`src/sv/rcsr_pkg.sv`:
```
// ----------------------------------------------------------------------------
// rcsr_pkg
// Shared types, constants and address decode for the CSR file with timer.
// ----------------------------------------------------------------------------
package rcsr_pkg;

    localparam int PmpCfgCountDef  = 16;
    localparam int PmpAddrCountDef = 64;

    localparam logic [31:0] SstatusView   = 32'h800D_E762;
    localparam logic [31:0] EpcMask       = 32'hFFFF_FFFC;
    localparam logic [31:0] IeMask        = 32'h0000_0AAA;
    localparam logic [31:0] IpWriteMask   = 32'h0000_0222;
    localparam logic [31:0] TvecReset     = 32'h0000_0005;
    localparam logic [15:0] EdelegReset   = 16'hB3FF;
    localparam int          TimerBit      = 7;

    localparam logic [1:0] ModeRead  = 2'd0;
    localparam logic [1:0] ModeWrite = 2'd1;
    localparam logic [1:0] ModeTick  = 2'd2;

    // Input item
    typedef struct packed {
        logic [1:0]  mode;
        logic [11:0] address;
        logic [31:0] write_data;
        logic [1:0]  privilege;
        logic        checked;
    } t_in_item;

    // Result item
    typedef struct packed {
        logic [31:0] read_data;
        logic        illegal;
        logic        timer_pending;
    } t_out_item;

    // Register selects produced by the address decoder
    typedef enum logic [5:0] {
        R_NONE, R_ZERO, R_ZERO_RO, R_PMPCFG, R_PMPADDR,
        R_SSTATUS, R_SIE, R_STVEC, R_SCOUNTEREN, R_SENVCFG, R_SSCRATCH, R_SEPC,
        R_SCAUSE, R_SIP, R_SATP,
        R_MSTATUS, R_MEDELEG, R_MIDELEG, R_MIE, R_MTVEC, R_MENVCFG, R_MSCRATCH,
        R_MEPC, R_MCAUSE, R_MIP,
        R_MCYCLE, R_MINSTRET, R_MCYCLEH, R_MINSTRETH,
        R_CYCLE_RO, R_INSTRET_RO, R_CYCLEH_RO, R_INSTRETH_RO,
        R_MTIME, R_MTIMEH, R_TIME_RO, R_TIMEH_RO, R_MTIMECMP, R_MTIMECMPH
    } t_sel;

    // Decoded access, passed from the decoder to the register bank
    typedef struct packed {
        t_sel        sel;
        logic        rd_en;
        logic        wr_en;
        logic        tick;
        logic        bad;
        logic [5:0]  idx;
        logic [31:0] data;
    } t_dec;

    function automatic t_sel decode_addr(input logic [11:0] a);
        t_sel s;
        s = R_NONE;
        if ((a >= 12'h323 && a <= 12'h33F) || (a >= 12'hB03 && a <= 12'hB1F) ||
            (a >= 12'hB83 && a <= 12'hB9F)) begin
            s = R_ZERO;
        end else if ((a >= 12'hC03 && a <= 12'hC1F) || (a >= 12'hC83 && a <= 12'hC9F)) begin
            s = R_ZERO_RO;
        end else if (a >= 12'h3A0 && a <= 12'h3AF) begin
            s = R_PMPCFG;
        end else if (a >= 12'h3B0 && a <= 12'h3EF) begin
            s = R_PMPADDR;
        end else begin
            case (a)
                12'h100: s = R_SSTATUS;
                12'h104: s = R_SIE;
                12'h105: s = R_STVEC;
                12'h106: s = R_SCOUNTEREN;
                12'h10A: s = R_SENVCFG;
                12'h140: s = R_SSCRATCH;
                12'h141: s = R_SEPC;
                12'h142: s = R_SCAUSE;
                12'h144: s = R_SIP;
                12'h180: s = R_SATP;
                12'h300: s = R_MSTATUS;
                12'h302: s = R_MEDELEG;
                12'h303: s = R_MIDELEG;
                12'h304: s = R_MIE;
                12'h305: s = R_MTVEC;
                12'h30A: s = R_MENVCFG;
                12'h340: s = R_MSCRATCH;
                12'h341: s = R_MEPC;
                12'h342: s = R_MCAUSE;
                12'h344: s = R_MIP;
                12'hB00: s = R_MCYCLE;
                12'hB02: s = R_MINSTRET;
                12'hB80: s = R_MCYCLEH;
                12'hB82: s = R_MINSTRETH;
                12'hC00: s = R_CYCLE_RO;
                12'hC02: s = R_INSTRET_RO;
                12'hC80: s = R_CYCLEH_RO;
                12'hC82: s = R_INSTRETH_RO;
                12'h7C0: s = R_MTIME;
                12'h7C1: s = R_MTIMEH;
                12'hC01: s = R_TIME_RO;
                12'hC81: s = R_TIMEH_RO;
                12'h7C2: s = R_MTIMECMP;
                12'h7C3: s = R_MTIMECMPH;
                12'h143, 12'h301, 12'h310, 12'h31A, 12'h320, 12'h343: s = R_ZERO;
                12'h306, 12'hF11, 12'hF12, 12'hF13, 12'hF14, 12'hF15: s = R_ZERO_RO;
                default: s = R_NONE;
            endcase
        end
        return s;
    endfunction

endpackage

```
`src/sv/rcsr_decode.sv`:
```
// ----------------------------------------------------------------------------
// rcsr_decode
// Registers the input item and decodes address, privilege and legality.
// ----------------------------------------------------------------------------
module rcsr_decode
    import rcsr_pkg::*;
(
    input  logic     i_clk,
    input  logic     i_rst_n,
    input  logic     i_start,
    input  t_in_item i_item,
    output logic     o_valid,
    output t_dec     o_dec
);

    logic     r_valid;
    t_in_item r_item;
    t_sel     sel;
    logic     ro_sel;
    logic     priv_low;
    logic     is_rd;
    logic     is_wr;
    logic     refused;

    // Input register
    always_ff @(posedge i_clk) begin
        if (!i_rst_n) begin
            r_valid <= 1'b0;
        end else begin
            r_valid <= i_start;
        end
        if (i_start) begin
            r_item <= i_item;
        end
    end

    // Decode and checks
    always_comb begin
        sel      = decode_addr(r_item.address);
        priv_low = r_item.privilege < r_item.address[9:8];
        is_rd    = r_item.mode == ModeRead;
        is_wr    = r_item.mode == ModeWrite;
        ro_sel   = sel inside {R_ZERO_RO, R_CYCLE_RO, R_INSTRET_RO, R_CYCLEH_RO,
                               R_INSTRETH_RO, R_TIME_RO, R_TIMEH_RO};
        refused  = 1'b0;
        if (is_rd) begin
            refused = (r_item.checked && priv_low) || sel == R_NONE;
        end else if (is_wr) begin
            refused = (r_item.checked && (r_item.address[11:10] == 2'b11 || priv_low))
                      || sel == R_NONE || ro_sel;
        end
        o_dec.sel   = sel;
        o_dec.bad   = refused;
        o_dec.rd_en = is_rd && !refused;
        o_dec.wr_en = is_wr && !refused;
        o_dec.tick  = r_item.mode == ModeTick;
        o_dec.idx   = r_item.address[11:4] == 8'h3A ? {2'b00, r_item.address[3:0]}
                                                    : 6'(r_item.address - 12'h3B0);
        o_dec.data  = r_item.write_data;
    end

    assign o_valid = r_valid;

endmodule

```
`src/sv/rcsr_regs.sv`:
```
// ----------------------------------------------------------------------------
// rcsr_regs
// Register bank, counters, timer and result register.
// ----------------------------------------------------------------------------
module rcsr_regs
    import rcsr_pkg::*;
#(
    parameter int PMP_CFG_COUNT  = PmpCfgCountDef,
    parameter int PMP_ADDR_COUNT = PmpAddrCountDef
) (
    input  logic        i_clk,
    input  logic        i_rst_n,
    input  logic        i_valid,
    input  t_dec        i_dec,
    input  logic [15:0] i_edeleg_mask,
    output logic        o_strobe,
    output t_out_item   o_item
);

    localparam int CfgW  = PMP_CFG_COUNT > 1 ? $clog2(PMP_CFG_COUNT) : 1;
    localparam int AddrW = PMP_ADDR_COUNT > 1 ? $clog2(PMP_ADDR_COUNT) : 1;

    logic [31:0] r_mstatus;
    logic [31:0] r_s [8];
    logic        r_senv;
    logic [31:0] r_m [8];
    logic        r_menv;
    logic        r_mtip;
    logic [31:0] r_pmpcfg [PMP_CFG_COUNT];
    logic [31:0] r_pmpaddr [PMP_ADDR_COUNT];
    logic [31:0] r_pmpaddr_q;
    logic        r_pmpaddr_hit;
    logic [63:0] r_mcycle;
    logic [63:0] r_minstret;
    logic [63:0] r_mtime;
    logic [63:0] r_mtimecmp;
    logic        r_strobe;
    t_out_item   r_out;

    logic [63:0] time_now;
    logic        time_hit;
    logic        n_mtip;
    logic [31:0] rd;
    logic [31:0] d;
    logic        cfg_in;
    logic        addr_in;

    assign d       = i_dec.data;
    assign cfg_in  = 32'(i_dec.idx) < PMP_CFG_COUNT;
    assign addr_in = 32'(i_dec.idx) < PMP_ADDR_COUNT;
    assign time_now = (i_valid && i_dec.tick) ? r_mtime + 64'd1 : r_mtime;
    assign time_hit = time_now >= r_mtimecmp;

    // Read mux and timer-pending update
    always_comb begin
        rd     = '0;
        n_mtip = r_mtip;
        if (i_valid && i_dec.tick && time_hit) begin
            n_mtip = 1'b1;
        end
        if (i_valid && i_dec.rd_en) begin
            case (i_dec.sel)
                R_PMPCFG:  rd = cfg_in ? r_pmpcfg[i_dec.idx[CfgW-1:0]] : '0;
                // The PMP address store is read through its own output register.
                R_PMPADDR: rd = '0;
                R_SSTATUS: rd = r_mstatus & SstatusView;
                R_SIE:        rd = r_s[0];
                R_STVEC:      rd = r_s[1];
                R_SCOUNTEREN: rd = r_s[2];
                R_SENVCFG:    rd = {31'd0, r_senv};
                R_SSCRATCH:   rd = r_s[3];
                R_SEPC:       rd = r_s[4];
                R_SCAUSE:     rd = r_s[5];
                R_SIP:        rd = r_s[6];
                R_SATP:       rd = r_s[7];
                R_MSTATUS:    rd = r_mstatus;
                R_MEDELEG:    rd = r_m[0];
                R_MIDELEG:    rd = r_m[1];
                R_MIE:        rd = r_m[2];
                R_MTVEC:      rd = r_m[3];
                R_MENVCFG:    rd = {31'd0, r_menv};
                R_MSCRATCH:   rd = r_m[4];
                R_MEPC:       rd = r_m[5];
                R_MCAUSE:     rd = r_m[6];
                R_MIP:        rd = r_m[7] | (32'(r_mtip) << TimerBit);
                R_MCYCLE, R_CYCLE_RO:       rd = r_mcycle[31:0];
                R_MINSTRET, R_INSTRET_RO:   rd = r_minstret[31:0];
                R_MCYCLEH, R_CYCLEH_RO:     rd = r_mcycle[63:32];
                R_MINSTRETH, R_INSTRETH_RO: rd = r_minstret[63:32];
                R_MTIME, R_TIME_RO: begin
                    rd = r_mtime[31:0];
                    if (time_hit) n_mtip = 1'b1;
                end
                R_MTIMEH, R_TIMEH_RO: begin
                    rd = r_mtime[63:32];
                    if (time_hit) n_mtip = 1'b1;
                end
                R_MTIMECMP:  rd = r_mtimecmp[31:0];
                R_MTIMECMPH: rd = r_mtimecmp[63:32];
                default:     rd = '0;
            endcase
        end
        if (i_valid && i_dec.wr_en &&
            (i_dec.sel == R_MTIMECMP || i_dec.sel == R_MTIMECMPH)) begin
            n_mtip = 1'b0;
        end
    end

    // Control state and result strobe
    always_ff @(posedge i_clk) begin
        if (!i_rst_n) begin
            r_strobe   <= 1'b0;
            r_mtip     <= 1'b0;
            r_mstatus  <= '0;
            r_senv     <= 1'b0;
            r_menv     <= 1'b0;
            r_mcycle   <= '0;
            r_minstret <= '0;
            r_mtime    <= '0;
            r_mtimecmp <= '1;
            for (int k = 0; k < 8; k++) begin
                r_s[k] <= '0;
                r_m[k] <= (k == 3) ? TvecReset : '0;
            end
            for (int k = 0; k < PMP_CFG_COUNT; k++) r_pmpcfg[k] <= '0;
        end else begin
            r_strobe <= i_valid;
            r_mtip   <= n_mtip;
            if (i_valid && i_dec.tick) r_mtime <= time_now;
            if (i_valid && i_dec.wr_en) begin
                case (i_dec.sel)
                    R_PMPCFG: if (cfg_in) r_pmpcfg[i_dec.idx[CfgW-1:0]] <= d;
                    R_SSTATUS: r_mstatus <= (r_mstatus & ~SstatusView) | (d & SstatusView);
                    R_SIE:        r_s[0] <= d;
                    R_STVEC:      r_s[1] <= d;
                    R_SCOUNTEREN: r_s[2] <= d;
                    R_SENVCFG:    r_senv <= d[0];
                    R_SSCRATCH:   r_s[3] <= d;
                    R_SEPC:       r_s[4] <= d & EpcMask;
                    R_SCAUSE:     r_s[5] <= d;
                    R_SIP:        r_s[6] <= d;
                    R_SATP:       r_s[7] <= d;
                    R_MSTATUS:    r_mstatus <= d;
                    R_MEDELEG:    r_m[0] <= {16'd0, d[15:0] & i_edeleg_mask};
                    R_MIDELEG:    r_m[1] <= d & IeMask;
                    R_MIE:        r_m[2] <= d & IeMask;
                    R_MTVEC:      r_m[3] <= d;
                    R_MENVCFG:    r_menv <= d[0];
                    R_MSCRATCH:   r_m[4] <= d;
                    R_MEPC:       r_m[5] <= d & EpcMask;
                    R_MCAUSE:     r_m[6] <= d;
                    R_MIP:        r_m[7] <= d & IpWriteMask;
                    R_MCYCLE:     r_mcycle[31:0]    <= d;
                    R_MINSTRET:   r_minstret[31:0]  <= d;
                    R_MCYCLEH:    r_mcycle[63:32]   <= d;
                    R_MINSTRETH:  r_minstret[63:32] <= d;
                    R_MTIME:      r_mtime[31:0]     <= d;
                    R_MTIMEH:     r_mtime[63:32]    <= d;
                    R_MTIMECMP:   r_mtimecmp[31:0]  <= d;
                    R_MTIMECMPH:  r_mtimecmp[63:32] <= d;
                    default: ;
                endcase
            end
        end
    end

    // PMP address store has no reset; it is read into its own output register
    // in the same cycle as the result register is loaded.
    always_ff @(posedge i_clk) begin
        if (i_valid && i_dec.wr_en && i_dec.sel == R_PMPADDR && addr_in) begin
            r_pmpaddr[i_dec.idx[AddrW-1:0]] <= d;
        end
        r_pmpaddr_q <= r_pmpaddr[i_dec.idx[AddrW-1:0]];
    end

    // Result register
    always_ff @(posedge i_clk) begin
        r_out.read_data     <= rd;
        r_out.illegal       <= i_valid && i_dec.bad;
        r_out.timer_pending <= n_mtip;
        r_pmpaddr_hit       <= i_valid && i_dec.rd_en && i_dec.sel == R_PMPADDR && addr_in;
    end

    assign o_strobe = r_strobe;

    // The PMP address read data replaces the zero left in the result register.
    always_comb begin
        o_item = r_out;
        if (r_pmpaddr_hit) begin
            o_item.read_data = r_pmpaddr_q;
        end
    end

    // Checks
    a_illegal_no_data: assert property (@(posedge i_clk) disable iff (!i_rst_n)
        r_strobe && r_out.illegal |-> r_out.read_data == '0) else $error("illegal with data");
    a_cmp_write_clears: assert property (@(posedge i_clk) disable iff (!i_rst_n)
        i_valid && i_dec.wr_en && i_dec.sel == R_MTIMECMP |=> !r_mtip)
        else $error("mtimecmp write left MTIP");
    a_tick_counts: assert property (@(posedge i_clk) disable iff (!i_rst_n)
        i_valid && i_dec.tick |=> r_mtime == $past(r_mtime) + 64'd1)
        else $error("tick did not advance mtime");

endmodule

```
`src/sv/riscv_csr_file_with_timer_top.sv`:
```
// ----------------------------------------------------------------------------
// riscv_csr_file_with_timer_top
// RV32 CSR file with machine timer, one access per clock.
// ----------------------------------------------------------------------------
// An item is taken at every clock edge where start is high; busy is never
// raised. Its result is shown for exactly one cycle with o_strobe high,
// after passing the input register and decoder, then the register bank and
// result register. The receiver cannot stall the block, so it must take every
// result on the cycle it is shown.
module riscv_csr_file_with_timer_top
    import rcsr_pkg::*;
#(
    parameter int PMP_CFG_COUNT  = PmpCfgCountDef,
    parameter int PMP_ADDR_COUNT = PmpAddrCountDef
) (
    input  logic        i_clk,
    input  logic        i_rst_n,
    input  logic        start,
    output logic        busy,
    input  t_in_item    i_item,
    output logic        o_strobe,
    output t_out_item   o_item,
    input  logic        i_cfg_valid,
    output logic        o_cfg_ready,
    input  logic [15:0] i_cfg_data
);

    logic        dec_valid;
    t_dec        dec;
    logic [15:0] r_edeleg_mask;

    // Delegation mask register
    always_ff @(posedge i_clk) begin
        if (!i_rst_n) begin
            r_edeleg_mask <= EdelegReset;
        end else if (i_cfg_valid) begin
            r_edeleg_mask <= i_cfg_data;
        end
    end

    assign busy        = 1'b0;
    assign o_cfg_ready = 1'b1;

    rcsr_decode u_decode (
        .i_clk   (i_clk),
        .i_rst_n (i_rst_n),
        .i_start (start),
        .i_item  (i_item),
        .o_valid (dec_valid),
        .o_dec   (dec)
    );

    rcsr_regs #(
        .PMP_CFG_COUNT  (PMP_CFG_COUNT),
        .PMP_ADDR_COUNT (PMP_ADDR_COUNT)
    ) u_regs (
        .i_clk         (i_clk),
        .i_rst_n       (i_rst_n),
        .i_valid       (dec_valid),
        .i_dec         (dec),
        .i_edeleg_mask (r_edeleg_mask),
        .o_strobe      (o_strobe),
        .o_item        (o_item)
    );

endmodule

```
`config.mk`:
```
export PLATFORM = sky130hd
export DESIGN_NAME = riscv_csr_file_with_timer_top
export DESIGN_NICKNAME = d
export VERILOG_FILES = /design/src/sv/rcsr_pkg.sv /design/src/sv/rcsr_decode.sv /design/src/sv/rcsr_regs.sv /design/src/sv/riscv_csr_file_with_timer_top.sv
export SDC_FILE = /design/constraint.sdc
export NUM_CORES = 2
export LEC_CHECK = 0
export BUFFER_PORTS_ARGS = -buffer_cell sky130_fd_sc_hd__clkbuf_2
export CORE_AREA = 2 2 584 586
export CTS_BUF_LIST = sky130_fd_sc_hd__clkbuf_4 sky130_fd_sc_hd__clkbuf_8 sky130_fd_sc_hd__clkbuf_16
export DETAILED_ROUTE_END_ITERATION = 6
export DIE_AREA = 0 0 586 588
export GPL_TIMING_DRIVEN = 0
export PLACE_DENSITY = 0.63
export SYNTH_ARGS = -nofsm -noshare
export SYNTH_HDL_FRONTEND = slang
export SYNTH_HIERARCHICAL = 1
export SYNTH_SLANG_ARGS = --single-unit
```
`constraint.sdc`:
```
create_clock -name i_clk -period 7 [get_ports i_clk]
set_clock_uncertainty 0.2 [all_clocks]
set_input_delay 0.7 -clock i_clk [delete_from_list [all_inputs] [get_ports i_clk]]
set_output_delay 0.7 -clock i_clk [all_outputs]
set_load 0.005 [all_outputs]
```
==> summary.txt <==
Logic synthesis
  – Top FF cell, synth: edfxtp_1
  – Post-Syn Nets: 8,174
  – Largest area contributor in the netlist: edfxtp_1
  – Register area share after synthesis: roughly 70%
  – Synth top area share: about two thirds
  – Synthesized cell area: roughly 140,000 um^2
  – Area contributors post-synth: edfxtp_1 (66%), mux4_2 (13%), dfxtp_1 (5.5%)
  – Synth Warn #: 6
  – Number of flops mapped to enable cells by yosys: between 3,000 and 4,000
  – Syn Area/Cell: 17.17 um^2
  – Yosys reg bits: roughly 3,400
  – Unique cell type count in the Yosys netlist: between 100 and 150
  – Cells after synthesis: 8,034
  – Ys async rst share: 0%

CTS
  – Sink Count: about 3,400
  – Clk Latency, worst-skew pair: between 0.9 and 1 ns
  – Worst-path clk slew: 0.06 ns
  – CTS tree: built
  – Root buf cell: clkbuf_16
  – Clk buf depth: 4
  – H-tree depth: 5
  – CTS Buf Count: 346

Finish
  – Commonest non-fill, non-tap cells in the layout: edfxtp_1 (3,020), mux4_2 (800), nand2_1 (637)
  – Nets: 8,874
  – Leading cell type in the layout, fill and taps excluded: edfxtp_1
  – Layout cells sized above 1: 23.33%
  – Area growth from synthesis to layout: 16.71%
  – Fin cells: approximately 14,000

Timing
  – Final Max Tran Viols: 76
  – Worst setup margin: -0.2798 ns
  – Slew HR: -10.94%
  – F_max: between 100 and 150 MHz
  – Final hold vios: 0
  – Minimum clock period: ~7.3 ns
  – Worst-Margin Slew: around 1.7 ns
  – RSZ-0062 raised after global routing: true
  – Final setup fails: ~50
  – Final period util: 104.0%
  – Final hold slack: just over 0.03 ns

Floorplan
  – Die Ht: approximately 600 um
  – Starting Density: between 40% and 50%
  – Core ar.: approximately 340,000 um^2
  – Io pins: roughly 110
  – Die ar.: roughly 340,000 um^2
  – Core Rows: about 210
  – Die boundary width: around 590 um

Routing
  – Met3 wire length: around 57 mm
  – Routed vias: ~83,000
  – Routed len/inst: around 35 um
  – Residual DRC: 7
  – DR iter-0 viols: between 10,000 and 15,000
  – Drt first pass iters: 7
  – M1 WL: 180.0 mm
  – Total Wirelength: about 480 mm
  – Drt via density: slightly above 6
  – ANT nets after route: 0
  – Top Metal Used: met5
  – Detail Route met2 WL: about 220 mm

Placement
  – DP Cell Count: ~13,000
  – I/O Buffers: just over 100
  – Hpwl dp: around 340 mm
  – GP Congestion: a little over 1

Global route
  – Initial antenna violation count: 55
  – First-pass GRT wire length: 648.5 mm
  – Grt ovf: 0
  – Vias in the first global route: roughly 80,000
  – Pin count of the biggest net entering global routing: 67
  – GRT Total Usage: approximately 27%

Setup path
  – Setup CP Type: flip-flop to flip-flop
  – Worst setup SP type: flip-flop
  – Worst R2R Start: u_decode/r_item[37]
  – Worst Setup SP: u_decode/r_item[37]
  – Arrival @ worst endpoint: slightly below 8 ns
  – WP data required: 7.54 ns
  – Worst setup EP type: flip-flop
  – Critical path fanouts, max: 10

Run status
  – Failing checks: DRC, capacitance limit, slew limit, setup timing
  – Outcome: finished with violations

Power
  – PwrDens: 275.9 nW/um^2
  – Maximum VDD drop: about 0.24 mV
  – Pleak: between 50 and 60 nW
  – Pwr Total: approximately 44 mW

Worst hold path
  – Worst Hold Class: input pin to flip-flop
  – Hold_sp: i_cfg_valid

Flow run
  – Maxcap violations: 7
[registers in the layout, summed over array words and instances, names as in the netlist, 2 cells and up]
signal / cells
u_regs/r_pmpaddr_q: 32
u_regs/r_out: 32
u_decode/r_item: 17
u_regs/r_s: 254
r_edeleg_mask: 16
u_regs/r_mcycle: 64
u_regs/r_pmpaddr: 2048
u_regs/r_m: 157
u_regs/r_pmpcfg: 512
u_regs/r_mtime: 64
u_regs/r_mstatus: 32
u_regs/r_mtimecmp: 64
u_decode/o_dec: 32
u_regs/r_minstret: 64
u_regs/o_item: 2
[path summary, 6_finish.rpt]
kind                                              end  slack, ns  depth (start not counted)
worst max-delay path                  u_regs/r_out[5]      -0.28                         15
worst min-delay path                 r_edeleg_mask[5]       0.03                          4
worst max register to register        u_regs/r_out[5]      -0.28                         15
worst min register to register  u_regs/r_minstret[59]       0.25                          2
[cell families (layout without fill, tap and decap cells)]
logic type,Yosys count,count (layout),share of synthesized area (%)
flip-flops,3396,3396,71.19
AND/OR/NAND/NOR,1959,1959,7.214
AO/OA/AOI/OAI,884,884,4.415
multiplexers,871,871,13.61
buffers and inverters,782,1770,2.481
adder cells (fa/ha/maj),71,71,0.6439
XOR/XNOR,69,69,0.4435
other,2,129,0.005444
[synth_stat cells, types with 4 or more instances]
cell type and number:
edfxtp_1 3020, mux4_2 800, nand2_1 649, and2_1 556, nor2_1 410, clkbuf_1 385, dfxtp_1 376, a22oi_1 282
a21oi_1 250, inv_1 151, buf_2 145, ha_1 71, o211ai_1 69, o21ai_0 68, buf_4 57, nand4_1 53
nand3_1 52, a221oi_1 49, and3_1 48, a22o_1 45, xor2_1 39, mux2i_1 38, nor3_1 35, buf_1 33
mux2_2 33, a31oi_1 30, xnor2_1 29, nor2b_1 25, a222oi_1 21, and4_1 21, nand2b_1 13, nor3_2 13
nor4_1 12, nor2_2 11, buf_6 10, a2111oi_0 8, a211oi_1 7, a31o_2 7, nor4_4 7, nor4_2 6
a21o_1 4, nand4_2 4
[metal layers]
metal / track usage [%] / vias to the layer above
li1: - / 32990
met2: 41.43 / 5414
met4: 12.59 / 18
met5: 0 / -
met3: 8.008 / 1000
met1: 36.33 / 43440
[power breakdown]
part	internal [mW]	switching (mW)	total (mW)	leakage (nW)
Sequential	22.4	0.107	22.5	31.3
Clock	11.0	7.87	18.8	5.76
Combinational	0.989	2.05	3.04	16.7
Total	34.4	10.0	44.4	53.8
[critical path, cell delays in order, from the launching register on]
cell      delay (ns)
edfxtp_1        0.58
buf_4           0.29
a211o_1         0.26
a21boi_1        0.26
nor4_2          0.12
or2_4           0.31
nor2_1          0.14
nand2_1         0.08
nor2_1          0.48
nor2b_1         0.52
and3_1          0.22
clkbuf_1        0.58
buf_1           1.23
a221oi_1        0.47
and3_1          0.35
a31oi_1         0.94
[through the flow]
stage	setup TNS, ns	setup slack, ns	instance area, um^2	util, %
floorplan	0	0.7286	138000	-
global placement	-7078.58	-3.197	144100	42.59
detailed placement	-90.95	-0.6749	147200	43.49
CTS	-0.1584	-0.02303	160200	47.32
global route	-0.3969	-0.1564	160900	47.55
finish	-3.055	-0.2798	161000	47.57
[layout make-up]
| type | instances | area, um^2 |
|---|---|---|
| flip-flops and latches | 3396 | 98210 |
| multi-input cells | 3856 | 37210 |
| well taps | 4536 | 5675 |
| repair buffers | 353 | 4597 |
| plain buffers | 630 | 2892 |
| fillers | 28390 | 177400 |
| clock buffers | 447 | 9791 |
| clock inverters | 189 | 1744 |
| diodes | 127 | 317.8 |
| inverters | 151 | 566.8 |
[repair_timing]
| item | CTS | global route |
|---|---|---|
| setup buffers | 30 | 35 |
| resized for setup | 35 | 9 |
| hold buffers | 85 | 0 |
| pin swaps | 12 | 14 |
| setup endpoints to repair | 640 | 1370 |
| hold endpoints to repair | 66 | 0 |
(Power assumes the default switching activity.)
